===== src/hw/rtl/n_queens_first_solution_defines.svh =====
// Assertion macros shared by the n-queens search RTL.
// No dependencies; included by modules that carry assertions.
`ifndef N_QUEENS_FIRST_SOLUTION_DEFINES_SVH
`define N_QUEENS_FIRST_SOLUTION_DEFINES_SVH

// Same-cycle implication, disabled while reset is asserted
`define NQFS_ASSERT_NOW(lbl, clk, rst_n, ante, cons) \
    lbl: assert property (@(posedge clk) disable iff (!(rst_n)) (ante) |-> (cons)) \
        else $error("assertion failed");

// Next-cycle implication, disabled while reset is asserted
`define NQFS_ASSERT_NEXT(lbl, clk, rst_n, ante, cons) \
    lbl: assert property (@(posedge clk) disable iff (!(rst_n)) (ante) |=> (cons)) \
        else $error("assertion failed");

`endif


===== src/hw/rtl/nqfs_pkg.sv =====
// Shared constants and types for the n-queens first-solution search.
// No dependencies; used by nqfs_cell and n_queens_first_solution.
package nqfs_pkg;

    // Largest board the search handles
    localparam int MaxBoard = 16;
    // Column / row index width
    localparam int ColW     = $clog2(MaxBoard);
    // Counter width able to hold MaxBoard itself
    localparam int CntW     = $clog2(MaxBoard + 1);
    // Diagonal count and index width
    localparam int DiagN    = 2 * MaxBoard - 1;
    localparam int DiagW    = $clog2(DiagN);
    // Board size register width
    localparam int CfgW     = 5;
    // Reset board size
    localparam int SizeRst  = 8;

    typedef logic [ColW-1:0] t_col;

    // Shift command for the column stack
    typedef struct packed {
        logic push;   // shift toward deeper cells, cell 0 takes new column
        logic pop;    // shift toward cell 0
    } t_cell_ctl;

endpackage


===== src/hw/rtl/nqfs_cell.sv =====
// One stage of the queen-column stack: holds one placed column.
// Depends on nqfs_pkg.
module nqfs_cell (
    input  logic               i_clk,
    input  nqfs_pkg::t_cell_ctl i_ctl,
    input  nqfs_pkg::t_col     i_from_left,
    input  nqfs_pkg::t_col     i_from_right,
    output nqfs_pkg::t_col     o_col
);
    import nqfs_pkg::*;

    t_col r_col;
    t_col n_col;

    // Push takes the shallower neighbor, pop the deeper one
    always_comb begin
        n_col = r_col;
        if (i_ctl.push) begin
            n_col = i_from_left;
        end else if (i_ctl.pop) begin
            n_col = i_from_right;
        end
    end

    always_ff @(posedge i_clk) begin
        r_col <= n_col;
    end

    assign o_col = r_col;

endmodule


===== src/hw/rtl/n_queens_first_solution.sv =====
// Top level of the n-queens first-solution search.
// Depends on nqfs_pkg, nqfs_cell and n_queens_first_solution_defines.svh.
//
// An item with start_req set launches a depth-first search for the first
// placement of n queens, n being board_size saturated to 16 (size 0 gives
// no result). Each search step tries one candidate column, backtracks one
// row, or makes the final check. Placed columns live in a chain of stack
// cells that shift on each placement and backtrack. The block then emits n
// results, one per row in order, one per cycle when the sink does not
// stall, by shifting the chain toward its deep end. Input stall stays high
// from the accepted start until the last result is taken. board_size may
// be written only while the block is idle.
`include "n_queens_first_solution_defines.svh"

module n_queens_first_solution (
    input  logic                   i_clk,
    input  logic                   i_rst_n,
    // start channel
    input  logic                   i_valid,
    output logic                   o_stall,
    input  logic                   i_start_req,
    // configuration channel
    input  logic                   i_cfg_valid,
    output logic                   o_cfg_ready,
    input  logic [nqfs_pkg::CfgW-1:0] i_cfg_data,
    // result channel
    output logic                   o_valid,
    input  logic                   i_stall,
    output logic [3:0]             o_row_index,
    output logic                   o_has_queen,
    output logic [3:0]             o_queen_column,
    output logic                   o_solved,
    output logic                   o_last_row
);
    import nqfs_pkg::*;

    typedef enum logic [2:0] {
        S_IDLE   = 3'b001,
        S_SEARCH = 3'b010,
        S_OUT    = 3'b100
    } t_state;

    t_state             r_state, n_state;
    logic [CfgW-1:0]    r_size;
    logic [CntW-1:0]    r_row, n_row;
    logic [CntW-1:0]    r_cand, n_cand;
    logic [MaxBoard-1:0] r_colmask, n_colmask;
    logic [DiagN-1:0]   r_ddmask, n_ddmask;
    logic [DiagN-1:0]   r_dumask, n_dumask;
    logic               r_ok, n_ok;
    t_col               r_out_row, n_out_row;
    logic               r_oval, n_oval;

    logic [CntW-1:0]    w_n;
    t_col               w_n_m1;
    t_col               w_col [MaxBoard];
    t_cell_ctl          w_ctl;
    logic               w_in_acc, w_out_acc;
    logic               w_row_open, w_cand_open, w_free;
    t_col               w_sel_r, w_sel_c;
    logic [DiagW-1:0]   w_dd_idx, w_du_idx;

    // Effective board size, saturated
    always_comb begin
        if (int'(r_size) > MaxBoard) begin
            w_n = CntW'(MaxBoard);
        end else begin
            w_n = CntW'(r_size);
        end
    end
    assign w_n_m1 = ColW'(w_n - CntW'(1));

    assign o_stall     = (r_state != S_IDLE);
    assign o_cfg_ready = 1'b1;
    assign w_in_acc    = i_valid && !o_stall;
    assign w_out_acc   = r_oval && !i_stall;

    // Search step decode
    assign w_row_open  = (r_row < w_n);
    assign w_cand_open = (r_cand < w_n);

    // Place being tested, or the one being removed on backtrack
    always_comb begin
        if (w_cand_open) begin
            w_sel_r = r_row[ColW-1:0];
            w_sel_c = r_cand[ColW-1:0];
        end else begin
            w_sel_r = ColW'(r_row - CntW'(1));
            w_sel_c = w_col[0];
        end
    end
    assign w_dd_idx = DiagW'((DiagW+1)'(w_sel_r) + (DiagW+1)'(MaxBoard - 1)
                             - (DiagW+1)'(w_sel_c));
    assign w_du_idx = DiagW'((DiagW+1)'(w_sel_r) + (DiagW+1)'(w_sel_c));
    assign w_free   = !r_colmask[w_sel_c] && !r_ddmask[w_dd_idx] && !r_dumask[w_du_idx];

    // Stack shift commands
    always_comb begin
        w_ctl.push = 1'b0;
        w_ctl.pop  = 1'b0;
        case (r_state)
            S_SEARCH: begin
                w_ctl.push = w_row_open && w_cand_open && w_free;
                w_ctl.pop  = w_row_open && !w_cand_open && (r_row != '0);
            end
            S_OUT: begin
                w_ctl.push = w_out_acc;
            end
            default: ;
        endcase
    end

    // Column stack chain
    genvar k;
    generate
        for (k = 0; k < MaxBoard; k++) begin : g_cell
            t_col w_left, w_right;
            if (k == 0) begin : g_head
                assign w_left = r_cand[ColW-1:0];
            end else begin : g_mid
                assign w_left = w_col[k-1];
            end
            if (k == MaxBoard - 1) begin : g_tail
                assign w_right = w_col[k];
            end else begin : g_body
                assign w_right = w_col[k+1];
            end
            nqfs_cell u_cell (
                .i_clk        (i_clk),
                .i_ctl        (w_ctl),
                .i_from_left  (w_left),
                .i_from_right (w_right),
                .o_col        (w_col[k])
            );
        end
    endgenerate

    // Controller next state
    always_comb begin
        n_state   = r_state;
        n_row     = r_row;
        n_cand    = r_cand;
        n_colmask = r_colmask;
        n_ddmask  = r_ddmask;
        n_dumask  = r_dumask;
        n_ok      = r_ok;
        n_out_row = r_out_row;
        n_oval    = r_oval;
        case (r_state)
            S_IDLE: begin
                if (w_in_acc && i_start_req && (w_n != '0)) begin
                    n_state   = S_SEARCH;
                    n_row     = '0;
                    n_cand    = '0;
                    n_colmask = '0;
                    n_ddmask  = '0;
                    n_dumask  = '0;
                end
            end
            S_SEARCH: begin
                if (!w_row_open) begin
                    // full placement found
                    n_ok      = 1'b1;
                    n_state   = S_OUT;
                    n_oval    = 1'b1;
                    n_out_row = '0;
                end else if (w_cand_open) begin
                    if (w_free) begin
                        n_colmask[w_sel_c]  = 1'b1;
                        n_ddmask[w_dd_idx]  = 1'b1;
                        n_dumask[w_du_idx]  = 1'b1;
                        n_row  = r_row + CntW'(1);
                        n_cand = '0;
                    end else begin
                        n_cand = r_cand + CntW'(1);
                    end
                end else if (r_row == '0) begin
                    // search exhausted
                    n_ok      = 1'b0;
                    n_state   = S_OUT;
                    n_oval    = 1'b1;
                    n_out_row = '0;
                end else begin
                    // backtrack: lift the previous row's queen
                    n_colmask[w_sel_c]  = 1'b0;
                    n_ddmask[w_dd_idx]  = 1'b0;
                    n_dumask[w_du_idx]  = 1'b0;
                    n_row  = r_row - CntW'(1);
                    n_cand = CntW'(w_sel_c) + CntW'(1);
                end
            end
            S_OUT: begin
                if (w_out_acc) begin
                    if (r_out_row == w_n_m1) begin
                        n_oval  = 1'b0;
                        n_state = S_IDLE;
                    end else begin
                        n_out_row = r_out_row + ColW'(1);
                    end
                end
            end
            default: begin
                n_state = S_IDLE;
                n_oval  = 1'b0;
            end
        endcase
    end

    always_ff @(posedge i_clk) begin
        if (!i_rst_n) begin
            r_state   <= S_IDLE;
            r_size    <= CfgW'(SizeRst);
            r_row     <= '0;
            r_cand    <= '0;
            r_colmask <= '0;
            r_ddmask  <= '0;
            r_dumask  <= '0;
            r_oval    <= 1'b0;
        end else begin
            r_state   <= n_state;
            r_row     <= n_row;
            r_cand    <= n_cand;
            r_colmask <= n_colmask;
            r_ddmask  <= n_ddmask;
            r_dumask  <= n_dumask;
            r_oval    <= n_oval;
            if (i_cfg_valid && o_cfg_ready) begin
                r_size <= i_cfg_data;
            end
        end
    end

    // Payload registers
    always_ff @(posedge i_clk) begin
        r_ok      <= n_ok;
        r_out_row <= n_out_row;
    end

    // Result: row j sits in cell n-1 after j shifts
    assign o_valid        = r_oval;
    assign o_row_index    = 4'(r_out_row);
    assign o_has_queen    = r_ok;
    assign o_solved       = r_ok;
    assign o_queen_column = r_ok ? 4'(w_col[w_n_m1]) : 4'd0;
    assign o_last_row     = (r_out_row == w_n_m1);

    // Checks
    `NQFS_ASSERT_NOW(a_oval_in_out, i_clk, i_rst_n, r_oval, r_state == S_OUT)
    `NQFS_ASSERT_NOW(a_row_bound, i_clk, i_rst_n, r_state == S_SEARCH, r_row <= w_n)
    `NQFS_ASSERT_NEXT(a_last_to_idle, i_clk, i_rst_n, w_out_acc && o_last_row,
        r_state == S_IDLE && !r_oval)
    `NQFS_ASSERT_NEXT(a_start_search, i_clk, i_rst_n,
        w_in_acc && i_start_req && (w_n != '0), r_state == S_SEARCH)
    `NQFS_ASSERT_NOW(a_no_dual_shift, i_clk, i_rst_n, w_ctl.pop, !w_ctl.push)

endmodule


===== config.mk =====
export PLATFORM = sky130hd
export DESIGN_NAME = n_queens_first_solution
export DESIGN_NICKNAME = d
export VERILOG_FILES = /design/src/hw/rtl/nqfs_pkg.sv /design/src/hw/rtl/nqfs_cell.sv /design/src/hw/rtl/n_queens_first_solution.sv
export VERILOG_INCLUDE_DIRS = /design/src /design/src/hw/rtl
export SDC_FILE = /design/constraint.sdc
export NUM_CORES = 1
export LEC_CHECK = 0
export BUFFER_PORTS_ARGS = -buffer_cell sky130_fd_sc_hd__buf_2
export CORE_ASPECT_RATIO = 0.6
export CORE_MARGIN = 4
export CORE_UTILIZATION = 37
export DETAILED_ROUTE_END_ITERATION = 10
export PLACE_DENSITY_LB_ADDON = 0.1
export SETUP_SLACK_MARGIN = 0.05
export SYNTH_ARGS = -nofsm -noshare
export SYNTH_HDL_FRONTEND = slang
export SYNTH_HIERARCHICAL = 1
export SYNTH_SLANG_ARGS = --single-unit

===== constraint.sdc =====
create_clock -name i_clk -period 12.02 [get_ports i_clk]
set_input_delay 1.803 -clock i_clk [delete_from_list [all_inputs] [get_ports i_clk]]
set_output_delay 1.803 -clock i_clk [all_outputs]
set_load 0.01 [all_outputs]

==> summary.md <==
| Metric | Value |
|---|---|
| Run status | `completed` |
| Achievable frequency | `about 0.12 GHz` |
| Synth Area in Adders | `3.72%` |
| Commonest non-fill, non-tap cell in the layout | `a21oi_1` |
| Sequential-to-total area share from yosys stat | `38.2%` |
| Ordered list of cells on the worst path | `ha_1 > and3_1 > a221o_1 > o32ai_2 > inv_1 > ha_1 > fa_1 > and2_1 > o2bb2ai_1 > a22o_1 > a32o_1 > a311oi_1 > and4_1 > o21a_1 > nand2_1 > o21ai_4 > buf_4 > mux2_2` |
| Synthesized netlist net count | `between 1,000 and 1,500` |
| Initial antenna violation count | `0` |
| Diode count | `0` |
| Number of clock sinks | `166` |
| Setup WS post-layout | `around 3.7 ns` |
| Register bit count reported by yosys | `166` |
| Synthesized area | `0.0105 sq mm` |
| Remaining global-route overflow | `0` |
| Post-Synth XOR/XNOR Area | `between 1.5 and 2%` |
| Unrepaired setup endpoints after global routing | `false` |
| Non-filler instance count after layout | `1,451` |
| Number of I/O port buffers | `23` |
| Compound-cell area share of the yosys netlist | `about a fifth` |
| Critical path endpoint category | `flip-flop` |
| Floorplan core area | `about 0.028 sq mm` |
| Layout net count | `roughly 1,100` |
| Vias per inst | `between 6 and 7` |
| Most frequent cells in the layout | `138 x a21oi_1, 97 x dfxtp_1, 80 x nand3_1` |
| Yosys cell types | `79` |
| Antenna Nets Post-Route | `0` |
| Worst clock skew | `0.00952 ns` |
| Number of filler cells placed in the layout | `between 2,000 and 3,000` |
| Pwr Total | `around 1.5 mW` |
| Worst max-slew margin expressed relative to the limit | `approximately a quarter` |
| First-pass GRT wire length | `about 51 mm` |
| Slew Limit Fails | `0` |
| Post-Route WL | `roughly 32 mm` |
| Max Buffers Root-to-Sink | `2` |
| Fraction of the core area covered by cells at the end of the flow | `between 40% and 50%` |
| Post-route clock period utilization | `69.4%` |
| Die Width | `225 um` |
| Gate count after technology mapping | `around 1,100` |
| Buffer cell driving the clock tree root | `clkbuf_16` |
| Post-Route Setup TNS | `0 ns` |
| Number of maximum-capacitance violations | `0` |
| Crit-path max cell delay | `about 0.89 ns` |
| Simple-gate portion of the synthesized area | `14.7%` |
| Count of endpoints failing hold in the final timing report | `0` |
| Leakage | `3.51 nW` |
| Mux share of post-synthesis cell area | `approximately 15%` |
| Via count of the routed design | `between 8,000 and 9,000` |
| Post-route cell area | `between 0.01 and 0.015 sq mm` |
| Starting Density | `between 30% and 40%` |
| Cell area power density | `roughly 130 mW/mm^2` |
| Layout cell share with drive strength beyond 1 | `between 10% and 20%` |
| Worst Path Max Fanout | `80` |
| Pin count of the biggest net entering global routing | `81` |
| Cell depth of the worst hold path | `2` |
| Number of post-CTS setup repair buffers | `0` |
| Type of the tightest min-delay check | `reg2reg` |
| Worst R2R Path Depth | `18` |
| Clock tree from TritonCTS | `built` |
| Worst-case hold slack | `approximately 0.45 ns` |
| Die Footprint | `~0.031 sq mm` |
| Class of the most critical setup path | `reg2reg` |
| Async SR Flop Fraction | `0%` |
| Final GP Congestion | `approximately 0.9` |
| Drt first pass iters | `5` |
| Global-route usage over all layers | `a little over a fifth` |
| Number of global-route vias before repair | `around 8,000` |
| Number of top-level pins | `25` |
| Number of enable-type register cells in the synthesized netlist | `a little under 70` |
| Data arrival time of the critical path | `between 8 and 9 ns` |
| Slew at the pin with the worst max-slew slack | `around 1.1 ns` |
| Combinational family with the most area after synthesis | `compound AO/OA/AOI/OAI gates` |
| Pre-CTS worst setup slack | `3.80 ns` |
| Most numerous cell on the critical path | `ha_1` |
| Area added between synthesis and finish | `8.50%` |
| Mean area per synthesized cell | `approximately 9.5 sq um` |
| Height of the die | `roughly 140 um` |
| Synth Flop Type | `dfxtp_1` |
| Placed cell count | `between 1,000 and 1,500` |
| Dpl cell area | `about 0.011 sq mm` |
| Worst-skew pair later-pin latency | `~0.45 ns` |
| Half-perimeter wire length after detailed placement | `22.9 mm` |
| Yosys Warn Count | `6` |
| Clk slew on worst S/H paths | `~0.07 ns` |
| Residual DRC count | `0` |
| Required time of the critical path | `between 10 and 15 ns` |
| Final setup violation count | `0` |
| Crit start category | `flip-flop` |
| Cell at the slowest stage of the critical path | `o32ai_2` |
| DRC marker count from the first detailed-route iteration | `around 970` |
| Number of gates given a new drive strength after cts | `0` |
| Maximum VDD drop | `roughly 0.075 mV` |
| Number of cell rows | `47` |
| Hold-fix buffer count after cts | `0` |
| Min Tclk post-route | `8.34 ns` |
| CTS buffer count | `17` |
| Number of H-tree levels | `4` |
| WL/cell | `between 20 and 25 um` |
==> report_power, final <==
part           internal, mW  switching (mW)
clock network         0.330           0.235
registers             0.585         0.00214
logic                0.0903           0.255
total                  1.01           0.492
==> final timing paths <==
check | startpoint | slack, ns | endpoint
worst min-delay path | r_dumask[21] | 0.45 | r_dumask[21]
worst min register to register | r_dumask[21] | 0.45 | r_dumask[21]
worst max register to register | r_cand[2] | 3.68 | g_cell[5].u_cell/o_col[3]
worst max-delay path | r_cand[2] | 3.68 | g_cell[5].u_cell/o_col[3]
==> worst max-delay path: cells and delay by family (launching register included) <==
family	cells	cell delay, ns
compound gates	8	3.05
buf+inv	2	1.07
flops	1	0.71
mux	1	0.42
fa+ha+maj	3	1.43
simple gates	4	1.29
==> layout make-up <==
class / count / area, sq um / area share (%)
clock inverter: 10 / 130 / 1.14
timing repair buffer: 41 / 250 / 2.20
clock buffer: 22 / 454 / 3.99
inverter: 33 / 126 / 1.11
multi-input combinational: 812 / 5950 / 52.3
tap: 367 / 459 / 4.03
sequential: 166 / 4010 / 35.2
==> cells in the mapped netlist, drive strengths merged, types with 13 or more instances <==
library cell | instances | share of area (%)
mux2i | 25 | 2.4
edfxtp | 69 | 20
a31oi | 14 | 0.98
o31ai | 55 | 3.9
dfxtp | 97 | 19
o21ai | 19 | 0.91
nand2b | 19 | 1.1
nand2 | 71 | 2.5
mux4 | 23 | 4.9
inv | 32 | 1.2
nor2 | 48 | 1.8
clkbuf | 50 | 1.8
and2 | 13 | 0.77
a21oi | 139 | 6.6
or2 | 17 | 1.0
nand3 | 80 | 3.8
xnor2 | 13 | 1.2
ha | 28 | 3.3
mux2 | 73 | 7.9
buf | 38 | 2.3
nor3 | 15 | 0.72
==> routing by layer <==
layer	vias up	wire length [um]	track usage [%]
met3	20	3130	6.42
met2	336	11100	22.5
li1	4123	-	-
met1	4334	18000	37.8
met5	-	0	0
met4	0	268	4.12
==> sequential cells by signal (all words and copies together) (netlist names) <==
name	count
r_size	5
r_dumask	31
r_cand	5
r_colmask	16
r_state	3
g_cell.u_cell/o_col	64
o_has_queen	1
o_row_index	4
o_valid	1
r_ddmask	31
r_row	5
==> kinds of logic after synthesis <==
kind of cell | after synthesis
xor gates and xnor gates | 19
muxes | 121
DFF | 166
AOI/OAI and AO/OA | 334
buffers and inverters | 121
adders and majority gates | 30
other | 1
and+or+nand+nor | 307
Note: power is estimated with default switching activity, not from simulation.
